--- src/rtl/inpv_pkg.sv ---
// types and codes shared by the ipc name and path validator
package inpv_pkg;

   typedef enum logic [1:0] {
      KIND_WELL_KNOWN = 2'd0,
      KIND_UNIQUE     = 2'd1,
      KIND_INTERFACE  = 2'd2,
      KIND_PATH       = 2'd3
   } kind_type;

   typedef enum logic [1:0] {
      CLS_OTHER = 2'd0,
      CLS_COLON = 2'd1,
      CLS_DOT   = 2'd2,
      CLS_SLASH = 2'd3
   } char_class_type;

   typedef enum logic [3:0] {
      ERR_OK            = 4'd0,
      ERR_EMPTY         = 4'd1,
      ERR_COLON_START   = 4'd2,
      ERR_MISSING_COLON = 4'd3,
      ERR_DOT_START     = 4'd4,
      ERR_NO_DOT        = 4'd5,
      ERR_TOO_LONG      = 4'd6,
      ERR_NO_SLASH      = 4'd7,
      ERR_EMPTY_ELEMENT = 4'd8,
      ERR_BAD_CHAR      = 4'd9
   } err_type;

   localparam logic [7:0] CHAR_COLON = 8'h3a;
   localparam logic [7:0] CHAR_DOT   = 8'h2e;
   localparam logic [7:0] CHAR_SLASH = 8'h2f;
   localparam logic [7:0] CHAR_UNDER = 8'h5f;
   localparam logic [7:0] LEN_MAX    = 8'd255;

   typedef struct packed {
      logic [1:0] name_kind;
      logic [7:0] char_byte;
      logic       last_byte;
      logic       empty_string;
   } req_type;

   typedef struct packed {
      logic       valid_res;
      logic [3:0] error_code;
   } rsp_type;

   function automatic char_class_type classify(input logic [7:0] c);
      char_class_type cls;
      if (c == CHAR_COLON) begin
         cls = CLS_COLON;
      end else if (c == CHAR_DOT) begin
         cls = CLS_DOT;
      end else if (c == CHAR_SLASH) begin
         cls = CLS_SLASH;
      end else begin
         cls = CLS_OTHER;
      end
      return cls;
   endfunction

   function automatic logic path_char_ok(input logic [7:0] c);
      logic ok;
      ok = ((c >= 8'h41) && (c <= 8'h5a)) || ((c >= 8'h61) && (c <= 8'h7a)) ||
           ((c >= 8'h30) && (c <= 8'h39)) || (c == CHAR_UNDER) || (c == CHAR_SLASH);
      return ok;
   endfunction

endpackage

--- src/rtl/ipc_name_and_path_validator_core.sv ---
// ipc name and path validator: per-byte flag tracking and verdict at the last byte
//
// Usage: strings arrive one byte per req beat (req_valid / req_stall, payload
// req_data). The kind of string is taken from name_kind on a string's first
// byte. A beat with empty_string set is a whole empty string on its own and
// drops any string in progress. One rsp beat (rsp_valid / rsp_stall, payload
// rsp_data) carries the verdict of each string: valid_res and error_code.
// Bytes that are not the last of a string give no rsp beat.
// Verdicts are registered: in the result register, or the skid entry if that is held.
// Throughput: one byte per cycle while req_stall is low, set by the single flag update per byte.
// A result register plus one skid entry part the two sides, so bytes keep
// flowing while one verdict waits; req_stall rises only when a second verdict
// is parked in the skid entry and stays up until the receiver drains it.
// Reset (synchronous, active high) clears all flags, empties the result and
// skid registers and leaves the block awaiting a first byte.
// NAME_LIMIT: names whose length reaches it are rejected as too long.
module ipc_name_and_path_validator_core #(
   parameter int NAME_LIMIT = 255
) (
   input  logic             clock,
   input  logic             reset,
   input  logic             req_valid,
   output logic             req_stall,
   input  inpv_pkg::req_type req_data,
   output logic             rsp_valid,
   input  logic             rsp_stall,
   output inpv_pkg::rsp_type rsp_data
);

   localparam logic [7:0] LIMIT = 8'(NAME_LIMIT);

   logic                     at_start_ff, at_start_in;
   inpv_pkg::kind_type       kind_ff, kind_in;
   logic [7:0]               len_ff, len_in;
   inpv_pkg::char_class_type fcls_ff, fcls_in;
   logic                     seen_dot_ff, seen_dot_in;
   logic                     prev_slash_ff, prev_slash_in;
   logic                     empty_el_ff, empty_el_in;
   logic                     bad_ff, bad_in;

   logic                     out_valid_ff, out_valid_in;
   inpv_pkg::rsp_type        out_ff, out_in;
   logic                     skid_valid_ff, skid_valid_in;
   inpv_pkg::rsp_type        skid_ff, skid_in;

   logic                     accept;
   logic                     produce;
   logic                     first;
   logic                     out_free;
   logic [7:0]               c;
   inpv_pkg::kind_type       kind_cur;
   inpv_pkg::char_class_type fcls_cur;
   logic                     seen_dot_cur;
   logic                     empty_el_cur;
   logic                     bad_cur;
   logic [7:0]               len_cur;
   inpv_pkg::err_type        err;
   inpv_pkg::rsp_type        new_rsp;

   assign accept    = req_valid && !req_stall;
   assign req_stall = skid_valid_ff;
   assign rsp_valid = out_valid_ff;
   assign rsp_data  = out_ff;
   assign out_free  = !out_valid_ff || !rsp_stall;
   assign produce   = accept && (req_data.empty_string || req_data.last_byte);

   // flags including the current byte
   always_comb begin
      c            = req_data.char_byte;
      first        = at_start_ff;
      kind_cur     = first ? inpv_pkg::kind_type'(req_data.name_kind) : kind_ff;
      fcls_cur     = first ? inpv_pkg::classify(c) : fcls_ff;
      seen_dot_cur = (!first && seen_dot_ff) || (c == inpv_pkg::CHAR_DOT);
      empty_el_cur = (!first && empty_el_ff) ||
                     ((c == inpv_pkg::CHAR_SLASH) && !first &&
                      (prev_slash_ff || req_data.last_byte));
      bad_cur      = (!first && bad_ff) || !inpv_pkg::path_char_ok(c);
      if (first) begin
         len_cur = 8'd1;
      end else if (len_ff < inpv_pkg::LEN_MAX) begin
         len_cur = len_ff + 8'd1;
      end else begin
         len_cur = len_ff;
      end
   end

   // verdict in check order
   always_comb begin
      err = inpv_pkg::ERR_OK;
      if (req_data.empty_string) begin
         err = inpv_pkg::ERR_EMPTY;
      end else if (kind_cur == inpv_pkg::KIND_PATH) begin
         if (fcls_cur != inpv_pkg::CLS_SLASH) begin
            err = inpv_pkg::ERR_NO_SLASH;
         end else if (empty_el_cur) begin
            err = inpv_pkg::ERR_EMPTY_ELEMENT;
         end else if (bad_cur) begin
            err = inpv_pkg::ERR_BAD_CHAR;
         end
      end else if (kind_cur == inpv_pkg::KIND_WELL_KNOWN &&
                   fcls_cur == inpv_pkg::CLS_COLON) begin
         err = inpv_pkg::ERR_COLON_START;
      end else if (kind_cur == inpv_pkg::KIND_UNIQUE &&
                   fcls_cur != inpv_pkg::CLS_COLON) begin
         err = inpv_pkg::ERR_MISSING_COLON;
      end else if (kind_cur != inpv_pkg::KIND_INTERFACE &&
                   fcls_cur == inpv_pkg::CLS_DOT) begin
         err = inpv_pkg::ERR_DOT_START;
      end else if (!seen_dot_cur) begin
         err = inpv_pkg::ERR_NO_DOT;
      end else if (len_cur >= LIMIT) begin
         err = inpv_pkg::ERR_TOO_LONG;
      end
      new_rsp.valid_res  = (err == inpv_pkg::ERR_OK);
      new_rsp.error_code = err;
   end

   // string state next values
   always_comb begin
      at_start_in   = at_start_ff;
      kind_in       = kind_ff;
      len_in        = len_ff;
      fcls_in       = fcls_ff;
      seen_dot_in   = seen_dot_ff;
      prev_slash_in = prev_slash_ff;
      empty_el_in   = empty_el_ff;
      bad_in        = bad_ff;
      if (accept) begin
         if (req_data.empty_string || req_data.last_byte) begin
            at_start_in   = 1'b1;
            kind_in       = inpv_pkg::KIND_WELL_KNOWN;
            len_in        = 8'd0;
            fcls_in       = inpv_pkg::CLS_OTHER;
            seen_dot_in   = 1'b0;
            prev_slash_in = 1'b0;
            empty_el_in   = 1'b0;
            bad_in        = 1'b0;
         end else begin
            at_start_in   = 1'b0;
            kind_in       = kind_cur;
            len_in        = len_cur;
            fcls_in       = fcls_cur;
            seen_dot_in   = seen_dot_cur;
            prev_slash_in = (c == inpv_pkg::CHAR_SLASH);
            empty_el_in   = empty_el_cur;
            bad_in        = bad_cur;
         end
      end
   end

   // result register and skid entry
   always_comb begin
      out_valid_in  = out_valid_ff;
      out_in        = out_ff;
      skid_valid_in = skid_valid_ff;
      skid_in       = skid_ff;
      if (out_free) begin
         if (skid_valid_ff) begin
            out_valid_in  = 1'b1;
            out_in        = skid_ff;
            skid_valid_in = 1'b0;
         end else begin
            out_valid_in = produce;
            out_in       = new_rsp;
         end
      end else if (produce) begin
         skid_valid_in = 1'b1;
         skid_in       = new_rsp;
      end
   end

   always_ff @(posedge clock) begin
      if (reset) begin
         at_start_ff   <= 1'b1;
         kind_ff       <= inpv_pkg::KIND_WELL_KNOWN;
         len_ff        <= 8'd0;
         fcls_ff       <= inpv_pkg::CLS_OTHER;
         seen_dot_ff   <= 1'b0;
         prev_slash_ff <= 1'b0;
         empty_el_ff   <= 1'b0;
         bad_ff        <= 1'b0;
         out_valid_ff  <= 1'b0;
         skid_valid_ff <= 1'b0;
      end else begin
         at_start_ff   <= at_start_in;
         kind_ff       <= kind_in;
         len_ff        <= len_in;
         fcls_ff       <= fcls_in;
         seen_dot_ff   <= seen_dot_in;
         prev_slash_ff <= prev_slash_in;
         empty_el_ff   <= empty_el_in;
         bad_ff        <= bad_in;
         out_valid_ff  <= out_valid_in;
         skid_valid_ff <= skid_valid_in;
      end
   end

   always_ff @(posedge clock) begin
      out_ff  <= out_in;
      skid_ff <= skid_in;
   end

   a_skid_needs_out: assert property (@(posedge clock) disable iff (reset)
      skid_valid_ff |-> out_valid_ff)
      else $error("skid entry held while result register empty");

   a_verdict_flag: assert property (@(posedge clock) disable iff (reset)
      out_valid_ff |-> (out_ff.valid_res == (out_ff.error_code == inpv_pkg::ERR_OK)))
      else $error("valid_res disagrees with error_code");

   a_end_rearms: assert property (@(posedge clock) disable iff (reset)
      (accept && (req_data.empty_string || req_data.last_byte)) |=> at_start_ff)
      else $error("not awaiting a first byte after string end");

   a_end_gives_rsp: assert property (@(posedge clock) disable iff (reset)
      (accept && (req_data.empty_string || req_data.last_byte)) |=> out_valid_ff)
      else $error("string end produced no result");

   a_mid_clears_start: assert property (@(posedge clock) disable iff (reset)
      (accept && !req_data.empty_string && !req_data.last_byte) |=> !at_start_ff)
      else $error("start flag set in the middle of a string");

endmodule

--- config.mk ---
export PLATFORM = sky130hd
export DESIGN_NAME = ipc_name_and_path_validator_core
export DESIGN_NICKNAME = d
export VERILOG_FILES = /design/src/rtl/inpv_pkg.sv /design/src/rtl/ipc_name_and_path_validator_core.sv
export SDC_FILE = /design/constraint.sdc
export NUM_CORES = 1
export LEC_CHECK = 0
export BUFFER_PORTS_ARGS = -buffer_cell sky130_fd_sc_hd__buf_2
export CELL_PAD_IN_SITES_DETAIL_PLACEMENT = 1
export CELL_PAD_IN_SITES_GLOBAL_PLACEMENT = 1
export CORE_MARGIN = 2
export CORE_UTILIZATION = 39
export DETAILED_ROUTE_END_ITERATION = 8
export PLACE_DENSITY = 0.82
export REMOVE_ABC_BUFFERS = 1
export SETUP_SLACK_MARGIN = 0.5
export SYNTH_ARGS = -nofsm -noshare
export SYNTH_HDL_FRONTEND = slang
export SYNTH_SLANG_ARGS = --single-unit
--- constraint.sdc ---
create_clock -name clock -period 2.2 [get_ports clock]
set_input_delay 0.44 -clock clock [delete_from_list [all_inputs] [get_ports clock]]
set_output_delay 0.44 -clock clock [all_outputs]
set_load 0.02 [all_outputs]
=== After elaboration in Yosys (flattened, before gate mapping) ===
Cells that the tools add are included.
Widths: inputs -> output; s select.

* Input bits: 16
* Output and inout bits: 7
* Logic and storage cells: 94
* Bits in registers: 29

* Bitwise logic cells: 1
* Eq/ne operators: 11
* Reduce and logical (&&, ||, !) cells: 32
* Add/sub/neg operators: 1
* Muxes and demuxes: 27
* Order comparisons: 8

{| class="wikitable"
|+ Operators by type and width
! cell !! number
|-
| $eq 8x6->1 const B || 3
|-
| $mux 8 || 3
|-
| $mux 4 || 5
|-
| $ge 8x7->1 const B || 2
|-
| $le 8x7->1 const B || 2
|-
| $mux 3 || 5
|-
| $mux 2 || 7
|-
| $logic_and 1x1->1 || 13
|-
| $logic_or 1x1->1 || 10
|-
| $add 8x1->8 const B || 1
|-
| $eq 8x7->1 const B || 1
|-
| $ge 8x6->1 const B || 1
|-
| $ge 8x8->1 const B || 1
|-
| $le 8x6->1 const B || 1
|-
| $lt 8x8->1 const B || 1
|-
| $mux 1 || 6
|-
| $logic_not 1->1 || 5
|-
| $mux 5 || 1
|-
| $eq 2x1->1 const B || 2
|-
| $eq 2x2->1 const B || 2
|-
| $logic_not 4->1 || 1
|-
| $ne 2x2->1 const B || 2
|-
| $logic_not 2->1 || 1
|-
| $ne 2x1->1 const B || 1
|-
| other kinds (3) || 3
|}

=== Logic depth before layout (Yosys ltp) ===
* Depth after elaboration: 15
* Mapped depth: 9
* Gate-level depth less buffers: 8

=== Worst setup path after synthesis ===
OpenSTA, ideal clock, no wires.

* Path kind: register to register
* From: register len_ff[0]
* To: register out_ff (netlist bit rsp_data[4]), data pin
* Arrival: 1.985 ns
* Setup slack: -0.041 ns
* Stages on the path, launching flop included: 9
* Cell sequence: dfxtp_1 ha_1 clkbuf_1 and4b_1 or3_1 and4b_1 nand4b_1 o211ai_1 a32o_1

* Word-level cells in the longest chain between the ends: 13
* Elaborated cells between the ends (all ways): 14

{| class="wikitable"
|+ Ends and longest elaborated chain
! element !! line !! text
|-
| start: declaration || ipc_name_and_path_validator_core.sv:34 || <nowiki>logic [7:0] len_ff, len_in;</nowiki>
|-
| start signal: assignment || ipc_name_and_path_validator_core.sv:187 || <nowiki>len_ff <= len_in;</nowiki>
|-
| $add 8x1->8 / $lt 8x8->1 (equally long branches) || ipc_name_and_path_validator_core.sv:81, ipc_name_and_path_validator_core.sv:80 ||
|-
| $mux 8 (*) || ipc_name_and_path_validator_core.sv:80 || <nowiki>end else if (len_ff < inpv_pkg::LEN_MAX) begin</nowiki>
|-
| $mux 8 (*) || ipc_name_and_path_validator_core.sv:78 || <nowiki>if (first) begin</nowiki>
|-
| $ge 8x8->1 (*) || ipc_name_and_path_validator_core.sv:111 || <nowiki>end else if (len_cur >= LIMIT) begin</nowiki>
|-
| $mux 3 (*) || ipc_name_and_path_validator_core.sv:111 ||
|-
| $mux 3 (*) || ipc_name_and_path_validator_core.sv:109 || <nowiki>end else if (!seen_dot_cur) begin</nowiki>
|-
| $mux 3 (*) || ipc_name_and_path_validator_core.sv:106 || <nowiki>end else if (kind_cur != inpv_pkg::KIND_INTERFACE &&</nowiki>
|-
| $mux 3 (*) || ipc_name_and_path_validator_core.sv:103 || <nowiki>end else if (kind_cur == inpv_pkg::KIND_UNIQUE &&</nowiki>
|-
| $mux 3 (*) || ipc_name_and_path_validator_core.sv:100 || <nowiki>end else if (kind_cur == inpv_pkg::KIND_WELL_KNOWN &&</nowiki>
|-
| $mux 4 (*) || ipc_name_and_path_validator_core.sv:92 || <nowiki>end else if (kind_cur == inpv_pkg::KIND_PATH) begin</nowiki>
|-
| $mux 4 (*) || ipc_name_and_path_validator_core.sv:90 || <nowiki>if (req_data.empty_string) begin</nowiki>
|-
| $logic_not 4->1 (*) || ipc_name_and_path_validator_core.sv:114 || <nowiki>new_rsp.valid_res = (err == inpv_pkg::ERR_OK);</nowiki>
|-
| $mux 5 (*) || ipc_name_and_path_validator_core.sv:158 || <nowiki>if (skid_valid_ff) begin</nowiki>
|-
| end signal: assignment || ipc_name_and_path_validator_core.sv:199 || <nowiki>out_ff <= out_in;</nowiki>
|-
| end: declaration || ipc_name_and_path_validator_core.sv:42 || <nowiki>inpv_pkg::rsp_type out_ff, out_in;</nowiki>
|}

Mark *: on every way between the ends. The rest lies on a longest branch, timed or not.
A chain may end at the register's enable or synchronous reset.

=== Worst setup path in the final report ===
Same ends and word-level chain as after synthesis.

==> summary.md <==
| Metric | Value |
|---|---|
| Status | finished with violations |
| Failing checks | negative setup slack |
| Initial Util | 39.9% |
| #FFs+latches synth | 29 |
| 1st-iter DRT viols | 105 |
| Leak | 0.962 nW |
| Crit path buf inv count | 1 |
| Worst Path Required | 2.24 ns |
| Top cell by count, worst path | and4b_1 |
| PnR worst setup slack | -0.112 ns |
| Rows | 24 |
| Yosys cell types | 49 |
| Setup TNS | -0.308 ns |
| Int Pwr | 882 uW |
| Layout cells sized above 1 | 38.1% |
| Final HPWL DP | 3810 um |
| Hold Crit Start | fcls_ff[1] |
| Largest delay share family, worst path | simple AND/OR/NAND/NOR gates |
| Post-CTS Hold Fix Bufs | 0 |
| Pin count of the biggest net entering global routing | 20 |
| Crit path DAT | 2.35 ns |
| Synth area leader | dfxtp_1 |
| Gate power share | 14.0% |
| CTS Sinks | 29 |
| Fin. max-slew vios | 0 |
| Final nets | 276 |
| RSZ-0062 raised after global routing | true |
| Fmax | 433 MHz |
| Pre-CTS WS | -0.113 ns |
| Final min period | 2.31 ns |
| Area Growth Syn to Fin | 37.8% |
| Via count | 1845 |
| Psw | 324 uW |
| DR pass1 iterations | 4 |
| CP Class | reg -> reg |
| # port buffers | 22 |
| Seq pwr share | 47.5% |
| Sw Share | 26.8% |
| CP Cell Sequence | buf_6, and4_4, and4b_1, or3_4, and4b_1, nand4b_1, o211ai_1, a32o_1 |
| Placed cell areas | 2110 um2 |
| CP startpoint kind | flop |
| Top cells by count, synth | nor2_1, dfxtp_1, a21oi_1 |
| Final ANT Viol Nets | 0 |
| H-tree depth reported by CTS | 2 |
| Initial antenna violation count | 0 |
| Mapped Area | 1730 um2 |
| Worst reg2reg endpoint | rsp_data[4] |
| Peak supply drop | 0.224 mV |
| Slowest stage cell, crit path | or3_4 |
| Die height | 70.5 um |
| Clock power share | 38.6% |
| Core ar. | 4320 um2 |
| Final hold vios | 0 |
| Clock Pin Slew Worst Setup and Hold Paths | 0.07 ns |
| Relative slew slack | 74.1% |
| DIE WIDTH | 70.5 um |
| Number of flops mapped to enable cells by yosys | 10 |
| CTS tree | built |
| Setup slack, reg-to-reg | -0.11 ns |
| Total Power | 1.21 mW |
| Worst slew pin tran | 0.385 ns |
| I/O Pins | 23 |
| Pwr/cell area | 507 nW/um2 |
| Crit-path max cell delay | 0.38 ns |
| Main flop type after synthesis | dfxtp_1 |
| Crit. End Element | flop |
| Synth Warn # | 0 |
| Seq/Total Area, Yosys | 39.4% |
| Post-DR wirelength/cell | 19.0 um |
| Drt total wl | 5940 um |
| Average size of a mapped cell | 8.55 um2 |
| Total gr overflow | 0 |
| Count leader, synth | nor2_1 |
| Hold Path Sink | fcls_ff[1] |
| Asr flop ratio synth | 0% |
| Critical path fanouts, max | 3 |
| Tcrit/Tclk final | 105% |
| R2R cell count | 8 |
| Clk_skew | 0.0107 ns |
| Clock Root Buffer | clkbuf_8 |
| All-layer global routing usage | 24.1% |
| Via density | 5.91 |
| Worst R2R Start | len_ff[0] |
| Filler Cells Inserted | 508 |
| Longest Clk Path Bufs | 2 |
| Gpl congestion | 0.814 |
| Hold Path Depth | 2 |
| Die area | 4980 um2 |
| # diodes | 0 |
| Vias in the first global route | 1931 |
| MaxCap Viol Count | 0 |
| Number of setup violations in the final report | 4 |
| Top post-synthesis cells by area | dfxtp_1, edfxtp_1, nor2_1, a21oi_1, nor3_1 |
| Syn Inst Count | 202 |
| Worst skew pair latency | 0.29 ns |
| Design area | 2380 um2 |
| Synth top area share | 22.0% |
| Residual DRC count | 0 |
| Global-route wire length before repair | 9400 um |
| Num CTS Buffers | 5 |
| Min-delay worst type | reg -> reg |
[how the worst max path moves through the flow]
stage                     cells past startpoint  slack [ns]         from          end
final                                         8       -0.11    len_ff[0]  rsp_data[4]
after floorplan                               7        0.05    len_ff[0]  rsp_data[4]
after CTS                                     8       -0.05    len_ff[0]  rsp_data[4]
after global routing                          8       -0.19    len_ff[1]  rsp_data[4]
after global placement                        8       -0.07  req_data[3]  rsp_data[4]
after detailed placement                      8       -0.11  req_data[3]  rsp_data[4]
[area by class of cell]
cell class | instances | area (um2) | area share (%)
multi-input combinational | 156 | 1090 | 45.8
sequential | 29 | 689 | 29.0
clock buffer | 6 | 82.6 | 3.47
tap | 52 | 65.1 | 2.74
clock inverter | 2 | 8.76 | 0.368
inverter | 6 | 22.5 | 0.947
timing repair buffer | 61 | 422 | 17.7
[registers in the layout, summed over array words and instances (netlist names)]
name / cells
fcls_ff: 2
kind_ff: 2
seen_dot_ff: 1
at_start_ff: 1
rsp_valid: 1
empty_el_ff: 1
req_stall: 1
len_ff: 8
skid_ff: 5
prev_slash_ff: 1
bad_ff: 1
rsp_data: 5
[through the flow]
step | hold WS, ns | utilization (%) | std cells
floorplan | 0.446 | - | 191
global placement | 0.459 | 48.8 | 300
detailed placement | 0.477 | 48.8 | 300
CTS | 0.485 | 52.9 | 311
global route | 0.507 | 55.0 | 312
finish | 0.489 | 55.0 | 312
[routing by layer]
layer  part of all wire (%)  vias to the layer above  global-route usage, %
met1                     43                      921                   30.7
met4                    1.8                        0                   8.81
li1                       -                      865                      -
met3                    4.5                       10                   5.98
met5                      0                        -                      0
met2                     51                       49                   39.7
[power by group through the flow]
stage          Sequential [mW]  Clock [mW]  Combinational, mW
6_report                 0.572       0.465              0.168
3_5_place_dp             0.585           0              0.146
4_1_cts                  0.573       0.471              0.155
3_3_place_gp             0.584           0              0.140
5_1_grt                  0.573       0.487              0.183
2_1_floorplan            0.596           0             0.0543
[cell families after synthesis]
group | Yosys count | share of synthesized area (%)
adders and majority gates | 1 | 0.725
DFF | 29 | 39.4
AOI/OAI and AO/OA | 59 | 23.3
and+or+nand+nor | 91 | 29.3
buffers and inverters | 17 | 4.35
xor gates and xnor gates | 2 | 1.01
muxes | 3 | 1.88
[cell usage in the layout (no fill, tap or decap), drive strengths merged, types with 6 or more instances in the layout]
cell type,instances
nand2,11
buf,61
nor3,13
o21ai,11
a22oi,7
edfxtp,10
nor2,25
a21oi,16
clkbuf,6
inv,6
nor2b,7
dfxtp,19
[worst min-delay path, delay by kind of cell, from the launching register on]
kind               cells  cell delay (ns)
DFF                    1             0.32
AOI/OAI and AO/OA      1             0.06
and+or+nand+nor        1             0.07
[what timing repair did]
action / CTS / global route
pin swaps: 7 / 10
buffers inserted: 3 / 1
setup endpoints to repair: 14 / 15
gates resized for setup: 17 / 20
Power figures use the tool's default switching activity.
